$ cat config.mk
export PLATFORM = sky130hd
export DESIGN_NAME = zt_sweep
export DESIGN_NICKNAME = d
export VERILOG_FILES = /design/src/design/assert_macros.svh /design/src/design/zt_pkg.sv /design/src/design/zt_sweep.sv
export SDC_FILE = /design/constraint.sdc
export NUM_CORES = 1
export LEC_CHECK = 0
export BUFFER_PORTS_ARGS = -buffer_cell sky130_fd_sc_hd__buf_2
export CORE_AREA = 2 2 88 90
export DETAILED_ROUTE_END_ITERATION = 8
export DIE_AREA = 0 0 90 92
export GPL_ROUTABILITY_DRIVEN = 0
export MAX_ROUTING_LAYER = met4
export SYNTH_ARGS = -nofsm -noshare
export SYNTH_HDL_FRONTEND = slang
export SYNTH_SLANG_ARGS = --single-unit
export TNS_END_PERCENT = 5
$ cat constraint.sdc
create_clock -name clk -period 1.6 [get_ports clk]
set_clock_uncertainty 0.15 [all_clocks]
set_input_delay 0.24 -clock clk [delete_from_list [all_inputs] [get_ports clk]]
set_output_delay 0.24 -clock clk [all_outputs]
set_load 0.02 [all_outputs]
$ cat src/design/assert_macros.svh
// ---------------------------------------------------------------------------
// Assertion macros shared by the transposition table RTL.
// ---------------------------------------------------------------------------
`ifndef ASSERT_MACROS_SVH
`define ASSERT_MACROS_SVH

// prop must hold at every clock edge outside reset
`define ZT_ASSERT(label, clk, rst_n, prop, msg) \
  label: assert property (@(posedge clk) disable iff (!rst_n) prop) \
    else $error(msg);

// cond must never be true outside reset
`define ZT_ASSERT_NEVER(label, clk, rst_n, cond, msg) \
  label: assert property (@(posedge clk) disable iff (!rst_n) !(cond)) \
    else $error(msg);

`endif

$ cat src/design/zt_pkg.sv
// ---------------------------------------------------------------------------
// zt_pkg
// Constants, codes and types of the Zobrist transposition table.
// ---------------------------------------------------------------------------
package zt_pkg;

  localparam int INDEX_BITS  = 12;
  localparam int BOARD_SIZE  = 15;
  localparam int PIECE_KINDS = 6;

  localparam int CELL_COUNT  = PIECE_KINDS * BOARD_SIZE * BOARD_SIZE;
  localparam int CELL_AW     = $clog2(CELL_COUNT);
  localparam int SLOT_AW     = INDEX_BITS + 1;
  localparam int SLOT_COUNT  = 2 ** SLOT_AW;

  localparam int MODE_W  = 3;
  localparam int PIECE_W = 3;
  localparam int POS_W   = 4;
  localparam int SKEY_W  = 32;
  localparam int LKEY_W  = 64;
  localparam int SCORE_W = 28;
  localparam int DEPTH_W = 4;
  localparam int BOUND_W = 2;

  typedef enum logic [MODE_W-1:0] {
    MODE_LOAD   = 3'd0,
    MODE_CLEAR  = 3'd1,
    MODE_TOGGLE = 3'd2,
    MODE_STORE  = 3'd3,
    MODE_LOOKUP = 3'd4
  } mode_t;

  // bound code three is legal on input and acts as an alpha bound
  localparam logic [BOUND_W-1:0] BOUND_EXACT = 2'd0;
  localparam logic [BOUND_W-1:0] BOUND_ALPHA = 2'd1;
  localparam logic [BOUND_W-1:0] BOUND_BETA  = 2'd2;

  typedef struct packed {
    logic [SKEY_W-1:0] skey;
    logic [LKEY_W-1:0] lkey;
  } cell_key_t;

  typedef struct packed {
    logic                 valid;
    logic [LKEY_W-1:0]    check;
    logic [BOUND_W-1:0]   bound;
    logic [DEPTH_W-1:0]   depth;
    logic [SCORE_W-1:0]   value;
  } slot_t;

  typedef struct packed {
    logic               we;
    logic [CELL_AW-1:0] addr;
    cell_key_t          data;
  } cell_wr_t;

  typedef struct packed {
    logic               we;
    logic [SLOT_AW-1:0] addr;
    slot_t              data;
  } tbl_wr_t;

  function automatic logic cell_in_range(input logic [PIECE_W-1:0] piece,
                                         input logic [POS_W-1:0]   row,
                                         input logic [POS_W-1:0]   col);
    cell_in_range = (32'(piece) < PIECE_KINDS) && (32'(row) < BOARD_SIZE) &&
                    (32'(col) < BOARD_SIZE);
  endfunction

  // only meaningful when the cell is in range; the true value then fits
  function automatic logic [CELL_AW-1:0] cell_index(input logic [PIECE_W-1:0] piece,
                                                    input logic [POS_W-1:0]   row,
                                                    input logic [POS_W-1:0]   col);
    cell_index = CELL_AW'(piece) * CELL_AW'(BOARD_SIZE * BOARD_SIZE) +
                 CELL_AW'(row) * CELL_AW'(BOARD_SIZE) + CELL_AW'(col);
  endfunction

endpackage

$ cat src/design/zt_sweep.sv
// ---------------------------------------------------------------------------
// zt_sweep
// Post-reset clearing pass over the table memory; owns the write port
// until every entry has been cleared, then passes the controller through.
// ---------------------------------------------------------------------------
module zt_sweep (
  input  logic            clk,
  input  logic            rst_n,
  input  zt_pkg::tbl_wr_t req,
  output zt_pkg::tbl_wr_t wr,
  output logic            busy
);

  logic                       busy_r, busy_nxt;
  logic [zt_pkg::SLOT_AW-1:0] addr_r, addr_nxt;
  logic                       last;

  assign last = (addr_r == zt_pkg::SLOT_AW'(zt_pkg::SLOT_COUNT - 1));

  always_comb begin
    busy_nxt = busy_r;
    addr_nxt = addr_r;
    if (busy_r) begin
      addr_nxt = addr_r + 1'b1;
      if (last) begin
        busy_nxt = 1'b0;
      end
    end
  end

  always_ff @(posedge clk) begin
    if (!rst_n) begin
      busy_r <= 1'b1;
      addr_r <= '0;
    end else begin
      busy_r <= busy_nxt;
      addr_r <= addr_nxt;
    end
  end

  always_comb begin
    if (busy_r) begin
      wr.we   = 1'b1;
      wr.addr = addr_r;
      wr.data = '0;
    end else begin
      wr = req;
    end
  end

  assign busy = busy_r;

endmodule

== After elaboration in Yosys (flattened, before gate mapping) ==
Index checks and enable logic that the tools add are counted.

* Multiplexer cells: 3
* Multiply operators: 0
* Magnitude comparators: 0
* Bitwise gates (word level): 0
* Add/sub/neg operators: 1
* Div/mod/pow operators: 0
* Equal/unequal tests: 1
* Reduce and logical (&&, ||, !) cells: 0
* Shifts and indexed selects: 0

{| class="wikitable"
|+ Operators with widths
! kind !! count
|-
| $mux W113 || 1
|-
| $add A13 B1 Y13 const B || 1
|-
| $eq A13 B13 Y1 const B || 1
|-
| $mux W1 || 2
|}

* Input port bits: 115
* Latch bits: 0
* Register bits after elaboration: 14
* Memory bits (read-only): 0
* RAM bits: 0
* Memories kept: 0
* Word-level logic and storage cells: 7

== Depth between registers and ports, before layout ==
* Depth in word-level cells: 3
* Mapped depth: 5

== Worst setup path after synthesis ==
No wires, ideal clock.

* Path kind: register to output
* Start point: register busy_r, in the netlist busy
* End point: output wr[107] in the netlist's numbering
* Setup slack: -169 ps
* Buffers on the path: 2
* Arrival: 1379 ps
* Stages on the path, launching flop included: 4
* Cells stage by stage: dfxtp_1 -> buf_2 -> buf_2 -> mux2_2

{| class="wikitable"
|+ RTL lines
! what !! line !! text
|-
| from (decl) || zt_sweep.sv:14 || <nowiki>logic busy_r, busy_nxt;</nowiki>
|-
| from (signal assigned) || zt_sweep.sv:36 || <nowiki>busy_r <= busy_nxt;</nowiki>
|-
| to (decl) || zt_sweep.sv:10 || <nowiki>output zt_pkg::tbl_wr_t wr,</nowiki>
|}

==> impl_metrics.ini <==
[clock_network]
htreeDepth = 1
cts_buffers = 3
clk_pin_slew_ns = 0.06
cts_tree = built
clk_latency_ns = 0.25
clock-sinks = 14
clock_path_buffers = 2
cts-root-buf = clkbuf_8

[placement]
numPortBuffers = 228
dp_hpwl_um = 5250
place_area_mm2 = 0.00278

[route]
viasPerCell = 4.21
first_iter_violations = 111
wl_per_cell_um = 13.7
dr.pass1.iters = 4
vias = 2267
antenna_left = 0
routed_wl_um = 7380
drc = 0

[sta]
relSlewSlack_pct = 74.3
worst_slack_ns = -0.0746
setup_viol = 77
fin_crit_sh_pct = 105
fin_setup_tns_ns = -1.89
fin_crit_ns = 1.67
rsz0062_at_grt = yes
max_freq_ghz = 0.597
finalMaxSlewViolations = 0
hold_viol = 0
tightestPinTransition_ns = 0.386

[global_route]
antenna_found_initial = 0
track_usage_pct = 15.6
grt_pass1_vias = 2021
grt_pass1_wl_um = 10400
gr-total-overflow = 0
grt_max_degree = 21

[finish]
drive_above_1_share_pct = 70.9
final_area_mm2 = 0.00357
area_growth_pct = 144
antenna_cells = 0
nNetsFinal = 553

[die]
dieHeight_um = 92
start_util_pct = 19.7
core_mm2 = 0.00745
die_area_mm2 = 0.00828
num_rows = 32
ioPinCount = 229
die_x_um = 90

[flow_run]
maxCapViolCount = 0

[worst_hold_path]
min_path_type = primary input to flop

[logic_synthesis]
synth_compound_area_share_pct = 5.89
synth_area_mm2 = 0.00147
synth-seq-area-share_pct = 19.1
ys_warn_count = 0
ys_types = 25
synth_top_family_by_area = simple AND/OR/NAND/NOR gates
ys.flop_type = dfxtp_1
muxShareOfSynthArea_pct = 11.3
synth_area_leaders = nor2b_1, dfxtp_1, mux2_2
synthXorXnorAreaFrac_pct = 2.39
synth_fp_nets = 314
yosys-top-cells-count = nor2b_1, dfxtp_1, clkbuf_1, mux2_2, nand2_1
ys_seq_elements = 14
synth_cells = 198
synth_top_area_share_pct = 42.3
synthAdderAreaFrac_pct = 0.854
synth.avg_cell_area_um2 = 7.40
synth_top_area_cell = nor2b_1
async_flop_share_pct = 0
yosysMostFrequentCell = nor2b_1
synth_enable_flop_cells = 0
synth-simple-area-share_pct = 55.3

[setup_path]
path_class = flop to primary output
critPathArrivalTime_ns = 1.28
worstPathMaxFanout = 7
end_kind = primary output
cp_data_required_time_ns = 1.21
start_kind = flop

[status]
failed_checks = setup timing
outcome = finished with violations

[pwr]
worst_ir_drop_vdd_uv = 428
p_per_area_mw_per_mm2 = 268
p_leak_uw = 0.00183
[sequential cells by signal (all words and copies together) (netlist names)]
signal,cells
addr_r,13
busy,1
[path summary, 6_finish.rpt]
| kind | start | endpoint | slack, ns | cells past startpoint |
|---|---|---|---|---|
| worst max-delay path | busy | wr[110] | -0.07 | 3 |
| worst max register to register | busy | addr_r[7] | -0.02 | 5 |
| worst min-delay path | rst_n | busy | 0.06 | 2 |
| worst min register to register | addr_r[11] | addr_r[11] | 0.34 | 2 |
[layer usage]
layer / GRT usage, % / routed length [um] / vias to the layer above
li1: - / - / 1120
met1: 19.0 / 2960 / 1042
met2: 27.3 / 3890 / 98
met3: 3.86 / 486 / 7
met4: 1.15 / 44 / 0
met5: - / 0 / -
[cells by family after synthesis]
logic type	after synthesis
and+or+nand+nor	131
AOI/OAI and AO/OA	14
buffers and inverters	19
DFF	14
adders and majority gates	1
xor gates and xnor gates	4
muxes	15
[cell usage in the layout, fill, tap and decap left out, types with 2 or more instances in the layout]
cell type / Yosys / routed
a21oi_1: 6 / 5
buf_12: 0 / 4
buf_2: 4 / 129
buf_4: 0 / 80
buf_6: 0 / 34
clkbuf_8: 0 / 4
dfxtp_1: 14 / 11
dfxtp_4: 0 / 2
inv_1: 3 / 3
mux2_4: 0 / 12
mux2i_1: 3 / 3
nand2_1: 9 / 8
nand2b_1: 2 / 2
nand4_1: 3 / 3
nand4_4: 1 / 2
nor2_1: 5 / 5
nor2b_1: 99 / 68
nor2b_2: 0 / 22
nor2b_4: 0 / 9
o21ai_0: 2 / 2
o31ai_1: 5 / 5
or4_1: 5 / 4
xor2_1: 3 / 3
[stage by stage]
stage	hold WS [ns]	power (uW)	std cells	util (%)	setup slack [ns]
6_report	0.0583	959	538	48.0	-0.0746
5_1_grt	0.0677	1000	538	48.0	-0.120
4_1_cts	0.0551	944	536	42.2	-0.108
3_5_place_dp	0.316	585	525	37.4	-0.0122
3_3_place_gp	0.315	583	525	37.4	0.0278
2_1_floorplan	0.152	440	198	-	-0.0335
[critical path, stage by stage (launching register included)]
cell and delay, ns:
dfxtp_4 0.43, buf_12 0.15, mux2_4 0.32, buf_6 0.13
[report_power, final]
part	leakage [uW]	switching, uW	internal [uW]
clock network	0.0000288	136	218
logic	0.00169	71.3	171
registers	0.000114	8.78	354
total	0.00183	216	743
[cell type report]
cell class / count / area [um2]
Fill cell: 717 / 3870
Timing Repair Buffer: 250 / 1780
Multi-Input combinational cell: 165 / 1310
Sequential cell: 14 / 289
Tap cell: 102 / 128
Clock buffer: 4 / 55.1
Inverter: 3 / 11.3
[timing repair]
action                                  CTS  global route
pin swaps                                 2             1
setup buffers                             6             2
gates cloned                              1             1
endpoints found under the setup margin  103           118
hold buffers                              0             0
resized for setup                        78           126
No activity file was read; power rests on OpenSTA's default activity.
