[src/design/assert_macros.svh]
// ---------------------------------------------------------------------------
// Assertion macros shared by the transposition table RTL.
// ---------------------------------------------------------------------------
`ifndef ASSERT_MACROS_SVH
`define ASSERT_MACROS_SVH

// prop must hold at every clock edge outside reset
`define ZT_ASSERT(label, clk, rst_n, prop, msg) \
  label: assert property (@(posedge clk) disable iff (!rst_n) prop) \
    else $error(msg);

// cond must never be true outside reset
`define ZT_ASSERT_NEVER(label, clk, rst_n, cond, msg) \
  label: assert property (@(posedge clk) disable iff (!rst_n) !(cond)) \
    else $error(msg);

`endif

[src/design/zt_pkg.sv]
// ---------------------------------------------------------------------------
// zt_pkg
// Constants, codes and types of the Zobrist transposition table.
// ---------------------------------------------------------------------------
package zt_pkg;

  localparam int INDEX_BITS  = 12;
  localparam int BOARD_SIZE  = 15;
  localparam int PIECE_KINDS = 6;

  localparam int CELL_COUNT  = PIECE_KINDS * BOARD_SIZE * BOARD_SIZE;
  localparam int CELL_AW     = $clog2(CELL_COUNT);
  localparam int SLOT_AW     = INDEX_BITS + 1;
  localparam int SLOT_COUNT  = 2 ** SLOT_AW;

  localparam int MODE_W  = 3;
  localparam int PIECE_W = 3;
  localparam int POS_W   = 4;
  localparam int SKEY_W  = 32;
  localparam int LKEY_W  = 64;
  localparam int SCORE_W = 28;
  localparam int DEPTH_W = 4;
  localparam int BOUND_W = 2;

  typedef enum logic [MODE_W-1:0] {
    MODE_LOAD   = 3'd0,
    MODE_CLEAR  = 3'd1,
    MODE_TOGGLE = 3'd2,
    MODE_STORE  = 3'd3,
    MODE_LOOKUP = 3'd4
  } mode_t;

  // bound code three is legal on input and acts as an alpha bound
  localparam logic [BOUND_W-1:0] BOUND_EXACT = 2'd0;
  localparam logic [BOUND_W-1:0] BOUND_ALPHA = 2'd1;
  localparam logic [BOUND_W-1:0] BOUND_BETA  = 2'd2;

  typedef struct packed {
    logic [SKEY_W-1:0] skey;
    logic [LKEY_W-1:0] lkey;
  } cell_key_t;

  typedef struct packed {
    logic                 valid;
    logic [LKEY_W-1:0]    check;
    logic [BOUND_W-1:0]   bound;
    logic [DEPTH_W-1:0]   depth;
    logic [SCORE_W-1:0]   value;
  } slot_t;

  typedef struct packed {
    logic               we;
    logic [CELL_AW-1:0] addr;
    cell_key_t          data;
  } cell_wr_t;

  typedef struct packed {
    logic               we;
    logic [SLOT_AW-1:0] addr;
    slot_t              data;
  } tbl_wr_t;

  function automatic logic cell_in_range(input logic [PIECE_W-1:0] piece,
                                         input logic [POS_W-1:0]   row,
                                         input logic [POS_W-1:0]   col);
    cell_in_range = (32'(piece) < PIECE_KINDS) && (32'(row) < BOARD_SIZE) &&
                    (32'(col) < BOARD_SIZE);
  endfunction

  // only meaningful when the cell is in range; the true value then fits
  function automatic logic [CELL_AW-1:0] cell_index(input logic [PIECE_W-1:0] piece,
                                                    input logic [POS_W-1:0]   row,
                                                    input logic [POS_W-1:0]   col);
    cell_index = CELL_AW'(piece) * CELL_AW'(BOARD_SIZE * BOARD_SIZE) +
                 CELL_AW'(row) * CELL_AW'(BOARD_SIZE) + CELL_AW'(col);
  endfunction

endpackage

[src/design/zt_in_if.sv]
// ---------------------------------------------------------------------------
// zt_in_if
// Input item channel: valid/ready handshake with the request fields.
// ---------------------------------------------------------------------------
interface zt_in_if;
  logic                                valid;
  logic                                ready;
  logic        [zt_pkg::MODE_W-1:0]    mode;
  logic        [zt_pkg::PIECE_W-1:0]   piece;
  logic        [zt_pkg::POS_W-1:0]     row;
  logic        [zt_pkg::POS_W-1:0]     col;
  logic        [zt_pkg::SKEY_W-1:0]    key_short;
  logic        [zt_pkg::LKEY_W-1:0]    key_long;
  logic                                side;
  logic signed [zt_pkg::SCORE_W-1:0]   score;
  logic        [zt_pkg::DEPTH_W-1:0]   depth;
  logic        [zt_pkg::BOUND_W-1:0]   bound;
  logic signed [zt_pkg::SCORE_W-1:0]   alpha;
  logic signed [zt_pkg::SCORE_W-1:0]   beta;

  modport source (output valid, mode, piece, row, col, key_short, key_long, side,
                  score, depth, bound, alpha, beta, input ready);
  modport sink   (input valid, mode, piece, row, col, key_short, key_long, side,
                  score, depth, bound, alpha, beta, output ready);
endinterface

[src/design/zt_out_if.sv]
// ---------------------------------------------------------------------------
// zt_out_if
// Result item channel: valid/ready handshake with the result fields.
// ---------------------------------------------------------------------------
interface zt_out_if;
  logic                              valid;
  logic                              ready;
  logic                              hit;
  logic signed [zt_pkg::SCORE_W-1:0] value;
  logic                              written;

  modport source (output valid, hit, value, written, input ready);
  modport sink   (input valid, hit, value, written, output ready);
endinterface

[src/design/zt_ctrl.sv]
// ---------------------------------------------------------------------------
// zt_ctrl
// Item sequencer: issues the key and table reads on accept, then in the execute
// state decides load/store/lookup, updates the running keys and writes back.
// ---------------------------------------------------------------------------
module zt_ctrl (
  input  logic                        clk,
  input  logic                        rst_n,
  zt_in_if.sink                       in_ch,
  zt_out_if.source                    out_ch,
  input  logic                        busy,
  output logic                        cell_re,
  output logic [zt_pkg::CELL_AW-1:0]  cell_raddr,
  input  zt_pkg::cell_key_t           cell_rdata,
  output zt_pkg::cell_wr_t            cell_wr,
  output logic                        tbl_re,
  output logic [zt_pkg::SLOT_AW-1:0]  tbl_raddr,
  input  zt_pkg::slot_t               tbl_rdata,
  output zt_pkg::tbl_wr_t             tbl_req
);

  typedef enum logic [1:0] {
    S_IDLE = 2'b01,
    S_EXEC = 2'b10
  } state_t;

  typedef struct packed {
    logic        [zt_pkg::MODE_W-1:0]  mode;
    logic                              cell_ok;
    logic        [zt_pkg::CELL_AW-1:0] cidx;
    logic        [zt_pkg::SLOT_AW-1:0] slot;
    logic        [zt_pkg::SKEY_W-1:0]  key_short;
    logic        [zt_pkg::LKEY_W-1:0]  key_long;
    logic        [zt_pkg::SCORE_W-1:0] score;
    logic        [zt_pkg::DEPTH_W-1:0] depth;
    logic        [zt_pkg::BOUND_W-1:0] bound;
    logic signed [zt_pkg::SCORE_W-1:0] alpha;
    logic signed [zt_pkg::SCORE_W-1:0] beta;
  } item_t;

  state_t                       state_r, state_nxt;
  item_t                        item_r;
  logic [zt_pkg::SKEY_W-1:0]    rshort_r, rshort_nxt;
  logic [zt_pkg::LKEY_W-1:0]    rlong_r, rlong_nxt;
  logic                         out_valid_r, out_valid_nxt;
  logic                         hit_r;
  logic [zt_pkg::SCORE_W-1:0]   value_r;
  logic                         written_r;

  logic                         accept;
  logic                         done;
  logic                         keep;
  logic                         window_ok;
  logic                         hit;
  logic                         do_store;

  assign in_ch.ready = (state_r == S_IDLE) && !busy;
  assign accept      = in_ch.valid && in_ch.ready;
  // results leave through the output register; wait only if it is still full
  assign done        = (state_r == S_EXEC) && (!out_valid_r || out_ch.ready);

  // reads launch on accept, data is ready in the execute cycle
  assign cell_re    = accept;
  assign cell_raddr = zt_pkg::cell_index(in_ch.piece, in_ch.row, in_ch.col);
  assign tbl_re     = accept;
  assign tbl_raddr  = {in_ch.side, rshort_r[zt_pkg::INDEX_BITS-1:0]};

  always_ff @(posedge clk) begin
    if (accept) begin
      item_r.mode      <= in_ch.mode;
      item_r.cell_ok   <= zt_pkg::cell_in_range(in_ch.piece, in_ch.row, in_ch.col);
      item_r.cidx      <= cell_raddr;
      item_r.slot      <= tbl_raddr;
      item_r.key_short <= in_ch.key_short;
      item_r.key_long  <= in_ch.key_long;
      item_r.score     <= in_ch.score;
      item_r.depth     <= in_ch.depth;
      item_r.bound     <= in_ch.bound;
      item_r.alpha     <= in_ch.alpha;
      item_r.beta      <= in_ch.beta;
    end
  end

  // non-exact deeper entries are kept
  assign keep = tbl_rdata.valid && (tbl_rdata.bound != zt_pkg::BOUND_EXACT) &&
                (tbl_rdata.depth > item_r.depth);

  always_comb begin
    if (tbl_rdata.bound == zt_pkg::BOUND_EXACT) begin
      window_ok = 1'b1;
    end else if (tbl_rdata.bound == zt_pkg::BOUND_BETA) begin
      window_ok = $signed(tbl_rdata.value) <= item_r.beta;
    end else begin
      window_ok = $signed(tbl_rdata.value) >= item_r.alpha;
    end
  end

  assign hit = (item_r.mode == zt_pkg::MODE_LOOKUP) && tbl_rdata.valid &&
               (tbl_rdata.depth >= item_r.depth) && (tbl_rdata.check == rlong_r) &&
               window_ok;

  assign do_store = (item_r.mode == zt_pkg::MODE_STORE) && !keep;

  always_comb begin
    cell_wr.we        = done && (item_r.mode == zt_pkg::MODE_LOAD) && item_r.cell_ok;
    cell_wr.addr      = item_r.cidx;
    cell_wr.data.skey = item_r.key_short;
    cell_wr.data.lkey = item_r.key_long;

    tbl_req.we          = done && do_store;
    tbl_req.addr        = item_r.slot;
    tbl_req.data.valid  = 1'b1;
    tbl_req.data.check  = rlong_r;
    tbl_req.data.bound  = item_r.bound;
    tbl_req.data.depth  = item_r.depth;
    tbl_req.data.value  = item_r.score;
  end

  always_comb begin
    rshort_nxt = rshort_r;
    rlong_nxt  = rlong_r;
    if (done) begin
      unique case (item_r.mode)
        zt_pkg::MODE_CLEAR: begin
          rshort_nxt = '0;
          rlong_nxt  = '0;
        end
        zt_pkg::MODE_TOGGLE: begin
          if (item_r.cell_ok) begin
            rshort_nxt = rshort_r ^ cell_rdata.skey;
            rlong_nxt  = rlong_r ^ cell_rdata.lkey;
          end
        end
        default: begin
        end
      endcase
    end
  end

  always_comb begin
    state_nxt = state_r;
    unique case (state_r)
      S_IDLE: begin
        if (accept) begin
          state_nxt = S_EXEC;
        end
      end
      S_EXEC: begin
        if (done) begin
          state_nxt = S_IDLE;
        end
      end
      default: state_nxt = S_IDLE;
    endcase
  end

  always_comb begin
    out_valid_nxt = out_valid_r;
    if (done) begin
      out_valid_nxt = 1'b1;
    end else if (out_valid_r && out_ch.ready) begin
      out_valid_nxt = 1'b0;
    end
  end

  always_ff @(posedge clk) begin
    if (!rst_n) begin
      state_r     <= S_IDLE;
      rshort_r    <= '0;
      rlong_r     <= '0;
      out_valid_r <= 1'b0;
    end else begin
      state_r     <= state_nxt;
      rshort_r    <= rshort_nxt;
      rlong_r     <= rlong_nxt;
      out_valid_r <= out_valid_nxt;
    end
  end

  always_ff @(posedge clk) begin
    if (done) begin
      hit_r     <= hit;
      value_r   <= hit ? tbl_rdata.value : '0;
      written_r <= do_store;
    end
  end

  assign out_ch.valid   = out_valid_r;
  assign out_ch.hit     = hit_r;
  assign out_ch.value   = value_r;
  assign out_ch.written = written_r;

endmodule

[src/flat_wrapper.sv]
// flat-port wrapper written by rule: the top's interface ports become plain ports
module zt_ctrl_flat 
  (clk, rst_n, busy, cell_re, cell_raddr, cell_rdata, cell_wr, tbl_re, tbl_raddr, tbl_rdata, tbl_req, in_ch_valid, in_ch_mode, in_ch_piece, in_ch_row, in_ch_col, in_ch_key_short, in_ch_key_long, in_ch_side, in_ch_score, in_ch_depth, in_ch_bound, in_ch_alpha, in_ch_beta, in_ch_ready, out_ch_valid, out_ch_hit, out_ch_value, out_ch_written, out_ch_ready);
  zt_in_if in_ch_i ();
  zt_out_if out_ch_i ();
  input  logic clk;
  input  logic rst_n;
  input  logic busy;
  output logic cell_re;
  output logic [zt_pkg::CELL_AW-1:0] cell_raddr;
  input  zt_pkg::cell_key_t cell_rdata;
  output zt_pkg::cell_wr_t cell_wr;
  output logic tbl_re;
  output logic [zt_pkg::SLOT_AW-1:0] tbl_raddr;
  input  zt_pkg::slot_t tbl_rdata;
  output zt_pkg::tbl_wr_t tbl_req;
  input wire logic [$bits(in_ch_i.valid)-1:0] in_ch_valid;
  input wire logic [$bits(in_ch_i.mode)-1:0] in_ch_mode;
  input wire logic [$bits(in_ch_i.piece)-1:0] in_ch_piece;
  input wire logic [$bits(in_ch_i.row)-1:0] in_ch_row;
  input wire logic [$bits(in_ch_i.col)-1:0] in_ch_col;
  input wire logic [$bits(in_ch_i.key_short)-1:0] in_ch_key_short;
  input wire logic [$bits(in_ch_i.key_long)-1:0] in_ch_key_long;
  input wire logic [$bits(in_ch_i.side)-1:0] in_ch_side;
  input wire logic [$bits(in_ch_i.score)-1:0] in_ch_score;
  input wire logic [$bits(in_ch_i.depth)-1:0] in_ch_depth;
  input wire logic [$bits(in_ch_i.bound)-1:0] in_ch_bound;
  input wire logic [$bits(in_ch_i.alpha)-1:0] in_ch_alpha;
  input wire logic [$bits(in_ch_i.beta)-1:0] in_ch_beta;
  output wire logic [$bits(in_ch_i.ready)-1:0] in_ch_ready;
  output wire logic [$bits(out_ch_i.valid)-1:0] out_ch_valid;
  output wire logic [$bits(out_ch_i.hit)-1:0] out_ch_hit;
  output wire logic [$bits(out_ch_i.value)-1:0] out_ch_value;
  output wire logic [$bits(out_ch_i.written)-1:0] out_ch_written;
  input wire logic [$bits(out_ch_i.ready)-1:0] out_ch_ready;
  assign in_ch_i.valid = in_ch_valid;
  assign in_ch_i.mode = in_ch_mode;
  assign in_ch_i.piece = in_ch_piece;
  assign in_ch_i.row = in_ch_row;
  assign in_ch_i.col = in_ch_col;
  assign in_ch_i.key_short = in_ch_key_short;
  assign in_ch_i.key_long = in_ch_key_long;
  assign in_ch_i.side = in_ch_side;
  assign in_ch_i.score = in_ch_score;
  assign in_ch_i.depth = in_ch_depth;
  assign in_ch_i.bound = in_ch_bound;
  assign in_ch_i.alpha = in_ch_alpha;
  assign in_ch_i.beta = in_ch_beta;
  assign in_ch_ready = in_ch_i.ready;
  assign out_ch_valid = out_ch_i.valid;
  assign out_ch_hit = out_ch_i.hit;
  assign out_ch_value = out_ch_i.value;
  assign out_ch_written = out_ch_i.written;
  assign out_ch_i.ready = out_ch_ready;
  zt_ctrl u_core (.clk(clk), .rst_n(rst_n), .in_ch(in_ch_i), .out_ch(out_ch_i), .busy(busy), .cell_re(cell_re), .cell_raddr(cell_raddr), .cell_rdata(cell_rdata), .cell_wr(cell_wr), .tbl_re(tbl_re), .tbl_raddr(tbl_raddr), .tbl_rdata(tbl_rdata), .tbl_req(tbl_req));
endmodule
[config.mk]
export PLATFORM = sky130hd
export DESIGN_NAME = zt_ctrl_flat
export DESIGN_NICKNAME = d
export VERILOG_FILES = /design/src/design/assert_macros.svh /design/src/design/zt_pkg.sv /design/src/design/zt_in_if.sv /design/src/design/zt_out_if.sv /design/src/design/zt_ctrl.sv /design/src/flat_wrapper.sv
export SDC_FILE = /design/constraint.sdc
export NUM_CORES = 1
export LEC_CHECK = 0
export BUFFER_PORTS_ARGS = -buffer_cell sky130_fd_sc_hd__buf_2
export CORE_AREA = 3 3 263 265
export CTS_BUF_LIST = sky130_fd_sc_hd__clkbuf_4 sky130_fd_sc_hd__clkbuf_8 sky130_fd_sc_hd__clkbuf_16
export DETAILED_ROUTE_END_ITERATION = 12
export DIE_AREA = 0 0 266 268
export PLACE_DENSITY_LB_ADDON = 0.15
export SLEW_MARGIN = 20
export SYNTH_ARGS = -nofsm -noshare
export SYNTH_HDL_FRONTEND = slang
export SYNTH_SLANG_ARGS = --single-unit
[constraint.sdc]
create_clock -name clk -period 9 [get_ports clk]
set_clock_uncertainty 0.05 [all_clocks]
set_input_delay 1.35 -clock clk [delete_from_list [all_inputs] [get_ports clk]]
set_output_delay 1.35 -clock clk [all_outputs]
set_load 0.01 [all_outputs]
## Word-level counts from Yosys, hierarchy flattened

Index checks and enable logic that the tools add are counted.

| word-level totals | value |
|---|---|
| logic and storage cells | 80 |
| flip-flop bits (word level) | 343 |
| output and inout bits | 279 |
| input bits | 401 |

| cells by class | value |
|---|---|
| eq/ne operators | 11 |
| muxes and demuxes | 11 |
| bitwise gates (word level) | 2 |
| $lt $le $gt $ge | 7 |
| reduce and logical (&&, ||, !) cells | 27 |
| add/subtract/negate cells | 2 |
| $mul | 2 |

Operators by type and width:

| cell | number |
|---|---|
| case mux 64 bit (2 select lines) | 1 |
| equality test 64 bit | 1 |
| two-way mux 64 bit | 1 |
| case mux 32 bit (2 select lines) | 1 |
| bitwise XOR 64 bit | 1 |
| two-way mux 32 bit | 1 |
| bitwise XOR 32 bit | 1 |
| greater-or-equal comparator 28 bit | 1 |
| <= comparator 28 bit | 1 |
| logical AND 1 bit | 16 |
| adder 11 x 4 -> 11 bit | 1 |
| adder 11 x 8 -> 11 bit | 1 |
| multiplier 3 x 8 -> 11 bit (second input constant) | 1 |
| less-than comparator 4 bit (second input constant) | 2 |
| multiplier 4 x 4 -> 8 bit (second input constant) | 1 |
| equality test 3 x 2 -> 1 bit (second input constant) | 2 |
| nonzero test 2 bit | 3 |
| equality test 2 bit (second input constant) | 2 |
| greater-or-equal comparator 4 bit | 1 |
| > comparator 4 bit | 1 |
| two-way mux 1 bit | 4 |
| two-way mux 2 bit | 2 |
| != test 2 x 1 -> 1 bit (second input constant) | 2 |
| case mux 2 bit (2 select lines) | 1 |
| other kinds (11) | 13 |

## Depth between registers and ports, before layout

Gate-level depths: netlist (run 1).

| depth | value |
|---|---|
| depth in word-level cells | 6 |
| mapped depth | 15 |
| depth with buffers taken out | 15 |

## Least setup slack after synthesis (run 1)

OpenSTA, ideal clock, no wires.

| timing | value |
|---|---|
| kind | in2out |
| from | input busy |
| to | output tbl_re |
| data arrival time | 7.370 ns |
| slack | 0.230 ns |
| cell stages on the path | 3 |
| path buffers | 1 |
| path through | nor3b_1 -> and2_1 -> buf_4 |

| between the ends | value |
|---|---|
| cells in the longest elaborated chain, start to end | 3 |

RTL lines:

| what | line | RTL |
|---|---|---|
| start, declared | flat_wrapper.sv:8 | `input logic busy;` |
| zero test 1 bit | zt_ctrl.sv:57 | `assign in_ch.ready = (state_r == S_IDLE) && !busy;` |
| logical AND 1 bit | zt_ctrl.sv:57 |  |
| logical AND 1 bit | zt_ctrl.sv:58 | `assign accept = in_ch.valid && in_ch.ready;` |
| end, declared | flat_wrapper.sv:13 | `output logic tbl_re;` |

No other way between the ends.

## Worst setup path in the final report (run 1)

| timing | value |
|---|---|
| from | input in_ch_row[0] |
| to | output cell_raddr[10] (netlist bit) |

| between the ends | value |
|---|---|
| cells in the longest elaborated chain, start to end | 3 |

RTL lines:

| what | line | RTL |
|---|---|---|
| start, declared | flat_wrapper.sv:20 | `input wire logic [$bits(in_ch_i.row)-1:0] in_ch_row;` |
| multiplier 4 x 4 -> 8 bit | zt_pkg.sv:75 | `CELL_AW'(row) * CELL_AW'(BOARD_SIZE) + CELL_AW'(col);` |
| adder 11 x 8 -> 11 bit | zt_pkg.sv:74 | `cell_index = CELL_AW'(piece) * CELL_AW'(BOARD_SIZE * BOARD_SIZE) +` |
| adder 11 x 4 -> 11 bit | zt_pkg.sv:75 |  |
| end, declared | flat_wrapper.sv:10 | `output logic [zt_pkg::CELL_AW-1:0] cell_raddr;` |

No other way between the ends.

==> metrics, run 1 <==
Final Instance Count excl. Fillers=2625; switch share=between 20 and 25%; Area Growth Syn to Fin=30.8%; Crit path max-delay family=adder cells; dpl hpwl=around 41000 um; post-synth top area share=about half; row count=between 90 and 100; DR vias=~10000; initial antenna violation count=14; hold slack=between 0.4 and 0.5 ns; clk sinks=between 300 and 400; total placed instance area=~18000 um^2; CP Depth=15; fin area=just under 20000 um^2; placed cells=about 2500; Die Y=between 200 and 300 um; GPL Wtd Cong=between 0.7 and 0.8; unrepaired setup endpoints after global routing=no; Worst R2R Setup Slack=5.15 ns; crit path max fanout=4; final setup margin=2.23 ns; maxcap violations=0; vias in the first global route=around 11000; Critical Path End Type=output pin; CTS Buffer Depth=3; crit path time final=just under 7 ns; Distinct cells, synth=49; syn avg cell area=roughly 13 um^2; NetSw=~0.95 mW; largest net degree at the start of global routing=~150; Syn. warnings=0; FF-to-FF path depth=8; I/O Pins=between 600 and 700; WL/cell=~19 um; share of layout cells above drive strength 1=42.6%; Worst Hold Class=flip-flop to flip-flop; Critical-path top delay cell=fa_1; H-tree depth=2; Max VDD drop=0.107 mV; CP max stage delay=0.58 ns; first-pass GRT wire length=71100 um; highest clock rate=148 MHz; clock slew seen by the registers of the worst setup and hold paths=around 0.050 ns; Hold Buf Count CTS=0; Int Power=2.87 mW; clock share of power=between 40% and 50%; Post-synth ARST share=0%; CTS tree=yes; Pre-Repair DR Iteration Count=4; post-CTS setup buffers=0; sequential area share after synthesis=59.7%; Clock Latency Late Sink=0.56 ns; nets=approximately 2200; CP Data Required Time=approximately 7.6 ns; Final period util=between 70 and 80%; crit path capture=cell_raddr[10]; combinational power share=~12%; DIE WIDTH=266 um; Core ar.=around 67000 um^2; # DRC=0; Post-synth EDFFs=around 240; Crit Reg-Reg Endpoint=u_core.out_ch.value[7]; Pleak=8.98 nW; IO buf count=658; Setup Slack @ Placement=roughly 2.2 ns; WS Path Type=input port to output pin; fin. max-slew vios=0; DRC marker count from the first detailed-route iteration=557; final setup vio count=0; most area-consuming cells after synthesis=edfxtp_1 49%, dfxtp_1 11%, buf_4 7.9%; most common cell in the synthesized netlist=edfxtp_1; Final TNS setup=0 ns; WL final=around 51000 um; critical path, cell by cell=buf_2, fa_1, fa_1, fa_1, fa_1, inv_1, fa_1, inv_1, a21oi_1, o21bai_1, a21o_1, a21oi_1, o21ai_0, xor2_1, buf_2; Fillers=about 7100; Power Dens Cells=~200 nW/um^2; CTS resizes=0; crit path from=in_ch_row[0]; CTS buffer count=41; worst relative slew slack=37.1%; GRT Total Usage=13.6%; largest area contributor in the netlist=edfxtp_1; post-layout util=29.1%; Worst EP arrival=5.37 ns; Synth top cells by count=244 x edfxtp_1, 158 x buf_4, 114 x xor2_1; status=complete, no violations; clk root buf=clkbuf_16; syn_nets=between 1500 and 2000; Starting Density=between 20% and 30%; WP buf/inv=4; Syn Inst Count=between 1000 and 1500; Die ar.=a little over 70000 um^2; crit-path most repeated cell=fa_1; final hold vios=0; FF-to-FF Start=u_core.rlong_r[57]; Routed Antenna Nets=0; Top FF cell, synth=edfxtp_1; vias per cell=approximately 3.9; grt total ovfl=0; crit start category=input port; Reg power frac=between 40% and 50%; Post-Syn Area=approximately 15000 um^2; Design Power=3.82 mW; worst-margin pin slew=0.943 ns; synthesized flop and latch total=between 300 and 400
-- sequential cells by signal, indices dropped and copies added (netlist names) --
signal,flops
u_core.rshort_r,12
u_core.rlong_r,64
u_core.out_ch.value,28
u_core.out_ch.written,1
u_core.cell_wr,107
u_core.tbl_req,47
u_core.state_r,2
u_core.item_r,60
u_core.out_ch.valid,1
u_core.out_ch.hit,1
-- cells by family (layout without fill, tap and decap cells) --
group	Yosys count	after routing	share of synthesized area (%)
other cells	1	11	0.0251
buf+inv	268	830	10.8
compound gates	67	67	2.88
fa+ha+maj	106	106	9.54
xor+xnor	147	147	8.63
simple gates	268	268	8.40
flops	323	323	59.7
-- cell type report --
class,instances,area [um^2],area share [%]
Sequential cell,323,8910,45.6
Timing Repair Buffer,665,3360,17.2
Multi-Input combinational cell,589,4440,22.7
Antenna cell,10,25.0,0.128
Clock buffer,54,1150,5.91
Inverter,89,334,1.71
Clock inverter,22,211,1.08
Tap cell,873,1090,5.59
-- cell usage in the layout (no fill, tap or decap), drive strengths merged, types with 4 or more instances in the layout --
cell    Yosys  layout
nand2b      5       5
nand4      18      18
nand2      90      90
fa         13      13
and3       28      28
nor2       82      82
inv        89      90
dfxtp      79      79
a21oi      29      29
a21o        8       8
xnor2      33      33
clkbuf     13      54
clkinv      0      18
and4        4       4
a211oi      4       4
diode       0      10
ha         93      93
edfxtp    244     244
o21ai       9       9
buf       166     665
nor4       14      14
nand3      11      11
xor2      114     114
-- power groups by stage --
| stage | Clock [mW] | Sequential (mW) | Combinational [mW] |
|---|---|---|---|
| 3_3_place_gp | 0 | 1.72 | 0.480 |
| 3_5_place_dp | 0 | 1.72 | 0.483 |
| 4_1_cts | 1.73 | 1.69 | 0.485 |
| 5_1_grt | 1.79 | 1.69 | 0.534 |
| 6_report | 1.67 | 1.68 | 0.469 |
| 2_1_floorplan | 0 | 1.72 | 0.281 |
-- worst min-delay path by stage --
stage,startpoint,depth (start not counted),endpoint
global route,u_core.rshort_r[0],0,u_core.tbl_req[99]
finish,u_core.rshort_r[2],0,u_core.tbl_req[101]
floorplan,u_core.state_r[1],2,u_core.out_ch.valid
global placement,u_core.rshort_r[1],0,u_core.tbl_req[100]
detailed placement,u_core.rshort_r[2],0,u_core.tbl_req[101]
CTS,u_core.rshort_r[2],0,u_core.tbl_req[101]
-- worst register-to-register path, stage by stage, from the launching register on --
cell and delay (ns):
dfxtp_1 0.33, xor2_1 0.17, nor4_1 0.50, nand4_1 0.24, nor4_1 0.72, o2111ai_1 0.38, nor3b_2 0.80, buf_4 0.34
and3_1 0.18
-- layer usage --
metal,vias up,wire length [um],GRT usage [%]
met5,-,73,0
met4,12,1010,3.81
met3,73,3710,4.22
met2,356,25700,23.6
met1,4877,20600,16.2
li1,4937,-,-
Power figures use the tool's default switching activity.
==> run 2: changes to the inputs <==
clock period = 6.29 ns   (was 9 ns; I/O delays follow)
==> run 2 against run 1 <==
  * Critical path depth did not move
  * Combinational power rose by 44%
  * Sequential share of layout area fell by 0.079 points
  * Final cell count fell by 0.23%
  * Worst hold slack got worse by 0.0015 ns
  * Register-to-register slack got worse by 2.4 ns
  * Sequential power rose by 43%
  * Largest cell class unchanged
==> metrics, run 2 (same netlist as run 1, synthesis figures left out) <==
worst hold start=u_core.rshort_r[1]; CP Data Required Time=about 5.3 ns; combinational power share=around an eighth; Clock Latency Late Sink=roughly 0.55 ns; clock share of power=44.3%; DR vias=a little over 10000; Area Growth Syn to Fin=31.1%; Reg power frac=between 40% and 50%; Critical Path End Type=output pin; WP buf/inv=4; Final TNS setup=0 ns; CP max stage delay=around 0.58 ns; DRC marker count from the first detailed-route iteration=563; GPL Wtd Cong=approximately 0.78; max reg flops=107; Min-Delay Path Depth=0; crit start category=input port; Core ar.=around 67000 um^2; Worst R2R Setup Slack=about 2.7 ns; clock slew seen by the registers of the worst setup and hold paths=approximately 0.060 ns; met2 wire length=around 25000 um; CTS tree=yes; Pleak=between 9 and 10 nW; Fillers=7138; Worst EP arrival=about 4.9 ns; CTS buffer count=around 40; Top Layer Used=met5; grt total ovfl=0; Int Power=roughly 4.2 mW; WS Path Type=input port to output pin; post-CTS setup buffers=0; leading cell types in the layout, fill and taps excluded=658 x buf_2, 244 x edfxtp_1, 114 x xor2_1, 93 x ha_1, 90 x nand2_1; met1 wire length=20400 um; vias per cell=between 3 and 4; largest net degree at the start of global routing=84; WL final=~50000 um; vias in the first global route=10724; crit path time final=between 5 and 6 ns; status=complete, no violations; Starting Density=between 20 and 25%; highest clock rate=~170 MHz; Pre-Repair DR Iteration Count=6; Die ar.=71300 um^2; unrepaired setup endpoints after global routing=no; maxcap violations=0; Crit Reg-Reg Endpoint=u_core.out_ch.value[25]; fin. max-slew vios=0; nets=~2200; Power Dens Cells=about 280 nW/um^2; share of layout cells above drive strength 1=between 40% and 50%; CTS Buffer Depth=3; CP Depth=15; Die Y=roughly 270 um; NetSw=between 1 and 1.5 mW; DIE WIDTH=~270 um; Final period util=94.3%; final hold vios=0; final setup margin=between 0.3 and 0.4 ns; Crit path max-delay family=adder cells; final setup vio count=0; H-tree depth=2; clk sinks=around 320; Setup Slack @ Placement=0.316 ns; IO buf count=between 600 and 700; FF-to-FF Start=u_core.rlong_r[61]; I/O Pins=roughly 700; worst-margin pin slew=between 0.9 and 1 ns; Routed Antenna Nets=0; worst relative slew slack=39.8%; Max VDD drop=around 0.16 mV; switch share=between 20% and 30%; row count=95; Worst Hold Class=flip-flop to flip-flop; Critical-path top delay cell=fa_1; most common cell after layout, fill and taps aside=buf_2; met3 WL post-DR=~3700 um; dpl hpwl=a little over 40000 um; initial antenna violation count=11; crit-path most repeated cell=fa_1; CTS resizes=0; GRT Total Usage=13.4%; WL/cell=just under 20 um; first-pass GRT wire length=around 70000 um; area of the multi-input gates=between 4000 and 5000 um^2; # DRC=0; crit path max fanout=4; WHS Endpoint=u_core.tbl_req[100]; FF-to-FF path depth=9; clk root buf=clkbuf_16; critical path, cell by cell=buf_2, fa_1, fa_1, fa_1, fa_1, inv_1, fa_1, inv_1, a21oi_1, o21bai_1, a21o_1, a21oi_1, o21ai_0, xor2_1, buf_2; Hold Buf Count CTS=0; FF+latch area=8910 um^2
-- run 2: changes by cell type in the layout (fill, tap and decap cells not counted), sizes merged --
cell      before  now
diode         10    5
clkinvlp       0    1
buf          665  667
clkbuf        54   49
bufinv         3    6
clkinv        18   16
-- run 2: layout make-up --
type                            count  area share [%]
Inverter                           89            1.71
Clock buffer                       49            5.67
Multi-Input combinational cell    589            22.7
Clock inverter                     24            1.45
Tap cell                          873            5.58
Sequential cell                   323            45.5
Antenna cell                        5          0.0640
Timing Repair Buffer              667            17.3
-- run 2: worst max path at each step --
| stage | startpoint | to |
|---|---|---|
| 2_1_floorplan | busy | tbl_re |
| 3_3_place_gp | in_ch_row[0] | cell_raddr[10] |
| 3_5_place_dp | in_ch_row[0] | cell_raddr[10] |
| 4_1_cts | in_ch_row[0] | cell_raddr[10] |
| 5_1_grt | in_ch_row[0] | cell_raddr[10] |
| 6_report | in_ch_row[0] | cell_raddr[10] |
-- run 2: per-layer routing --
metal	vias up	GRT usage, %
li1	4944	-
met1	4833	16.0
met2	369	23.5
met3	71	4.10
met4	14	3.47
met5	-	0
-- run 2: power groups by stage --
| stage | clock [mW] | combinational [mW] | sequential [mW] |
|---|---|---|---|
| 6_report | 2.45 | 0.674 | 2.41 |
| 5_1_grt | 2.63 | 0.762 | 2.42 |
| 4_1_cts | 2.55 | 0.695 | 2.41 |
| 3_5_place_dp | 0 | 0.691 | 2.45 |
| 3_3_place_gp | 0 | 0.687 | 2.45 |
| 2_1_floorplan | 0 | 0.403 | 2.46 |
-- run 2: through the flow --
step	area, um^2	std cells	hold WS [ns]	utilization (%)	power [mW]
floorplan	14900	1180	0.445	-	2.86
global route	19600	2616	0.441	29.2	5.81
detailed placement	18100	2540	0.410	27.1	3.15
finish	19600	2619	0.421	29.2	5.53
global placement	18100	2540	0.410	27.1	3.14
CTS	19500	2613	0.426	29.1	5.65
==> run 3: changes to the inputs <==
CELL_PAD_IN_SITES_DETAIL_PLACEMENT = 0   (was default)
CELL_PAD_IN_SITES_GLOBAL_PLACEMENT = 1   (was default)
CORE_AREA = 3 3 262 264   (was 3 3 263 265)
DIE_AREA = 0 0 265 267   (was 0 0 266 268)
TNS_END_PERCENT = 30   (was default)
==> run 3 against run 2 <==
  * Sequential share of layout area grew 0.12 points
  * Critical path depth is the same
  * Worst setup slack gained 0.11 ns
  * Via count shrank 1.9%
  * Sequential power about the same
  * Flip-flop and latch count unchanged
==> metrics, run 3 (same netlist as run 1, synthesis figures left out) <==
maxcap violations=0; max reg flops=~110; # DRC=0; Worst EP arrival=4.82 ns; CP Data Required Time=approximately 5.3 ns; share of layout cells above drive strength 1=42.6%; initial antenna violation count=16; Routed Antenna Nets=0; Die Y=approximately 270 um; CTS tree=yes; I/O Pins=between 600 and 700; crit path time final=5.81 ns; status=complete, no violations; row count=between 90 and 100; unrepaired setup endpoints after global routing=no; CTS Buffer Depth=3; post-CTS setup buffers=0; WL/cell=19.9 um; DRC marker count from the first detailed-route iteration=slightly above 400; IO buf count=658; H-tree depth=2; Worst Hold Class=flip-flop to flip-flop; most common cell after layout, fill and taps aside=buf_2; DIE WIDTH=roughly 270 um; crit path max fanout=4; dpl hpwl=approximately 42000 um; Pleak=roughly 9 nW; largest net degree at the start of global routing=96; WL final=~52000 um; clk sinks=about 320; vias in the first global route=approximately 11000; nets=~2200; WS Path Type=input port to output pin; highest clock rate=172 MHz; crit start category=input port; Design Power=roughly 5.5 mW; CTS buffer count=between 40 and 50; vias per cell=3.83; Fillers=between 7000 and 8000; DR vias=around 10000; fin. max-slew vios=0; Starting Density=22.3%; Final period util=roughly 92%; Clock Latency Late Sink=0.57 ns; Die ar.=70800 um^2; Max VDD drop=around 0.16 mV; Core ar.=between 60000 and 70000 um^2; worst-margin pin slew=between 1 and 1.5 ns; GRT Total Usage=~14%; Power Dens Cells=281 nW/um^2; Pre-Repair DR Iteration Count=4; Final TNS setup=0 ns; Hold Buf Count CTS=0; clk root buf=clkbuf_16; first-pass GRT wire length=a little over 70000 um; final setup vio count=0; post-layout util=between 20% and 30%; worst relative slew slack=a little over a quarter; CTS resizes=0; clock slew seen by the registers of the worst setup and hold paths=around 0.06 ns; hold slack=between 0.4 and 0.5 ns; Area Growth Syn to Fin=30.7%; GPL Wtd Cong=between 0.7 and 0.8; final hold vios=0; Critical Path End Type=output pin; leading cell types in the layout, fill and taps excluded=658 x buf_2, 244 x edfxtp_1, 114 x xor2_1, 93 x ha_1, 90 x nand2_1; grt total ovfl=0
[run 3: path summary, 6_finish.rpt]
check                     start                       to  slack (ns)  depth (start not counted)
min          u_core.rshort_r[4]      u_core.tbl_req[103]        0.43                          0
min reg2reg  u_core.rshort_r[4]      u_core.tbl_req[103]        0.43                          0
max reg2reg  u_core.rlong_r[17]  u_core.out_ch.value[14]        2.49                          7
max                in_ch_row[0]           cell_raddr[10]        0.48                         15
[run 3: metrics by stage]
stage / area, um^2 / setup slack [ns] / instances
3_5_place_dp: 18100 / 0.439 / 2538
4_1_cts: 19500 / 0.434 / 2613
5_1_grt: 19500 / 0.181 / 2615
3_3_place_gp: 18100 / 0.409 / 2538
6_report: 19500 / 0.476 / 2620
2_1_floorplan: 14900 / 0.839 / 1180
[run 3: worst max-delay path: stages]
cell	delay [ns]
buf_2	0.13
fa_1	0.55
fa_1	0.44
fa_1	0.51
fa_1	0.57
inv_1	0.06
fa_1	0.44
inv_1	0.08
a21oi_1	0.06
o21bai_1	0.19
a21o_1	0.16
a21oi_1	0.09
o21ai_0	0.21
xor2_1	0.21
buf_2	0.17
[run 3: per-layer routing]
layer | GRT usage [%] | share of wire [%] | vias up
li1 | - | - | 4937
met1 | 16.2 | 39 | 4665
met2 | 24.9 | 51 | 353
met3 | 4.82 | 8.5 | 74
met4 | 3.52 | 2.0 | 12
met5 | 0 | 0.16 | -
[run 3: where the power goes]
| part | internal, mW | total [mW] | switching (mW) |
|---|---|---|---|
| Sequential | 2.39 | 2.41 | 0.0197 |
| Combinational | 0.289 | 0.667 | 0.378 |
| Clock | 1.45 | 2.40 | 0.958 |
[run 3: cell type report]
type | count | area [um^2] | area share [%]
flip-flops and latches | 323 | 8910 | 45.7
multi-input cells | 589 | 4430 | 22.7
repair buffers | 664 | 3350 | 17.2
clock buffers | 53 | 1130 | 5.81
well taps | 873 | 1090 | 5.60
inverters | 89 | 334 | 1.71
clock inverters | 22 | 236 | 1.21
diodes | 7 | 17.5 | 0.0898
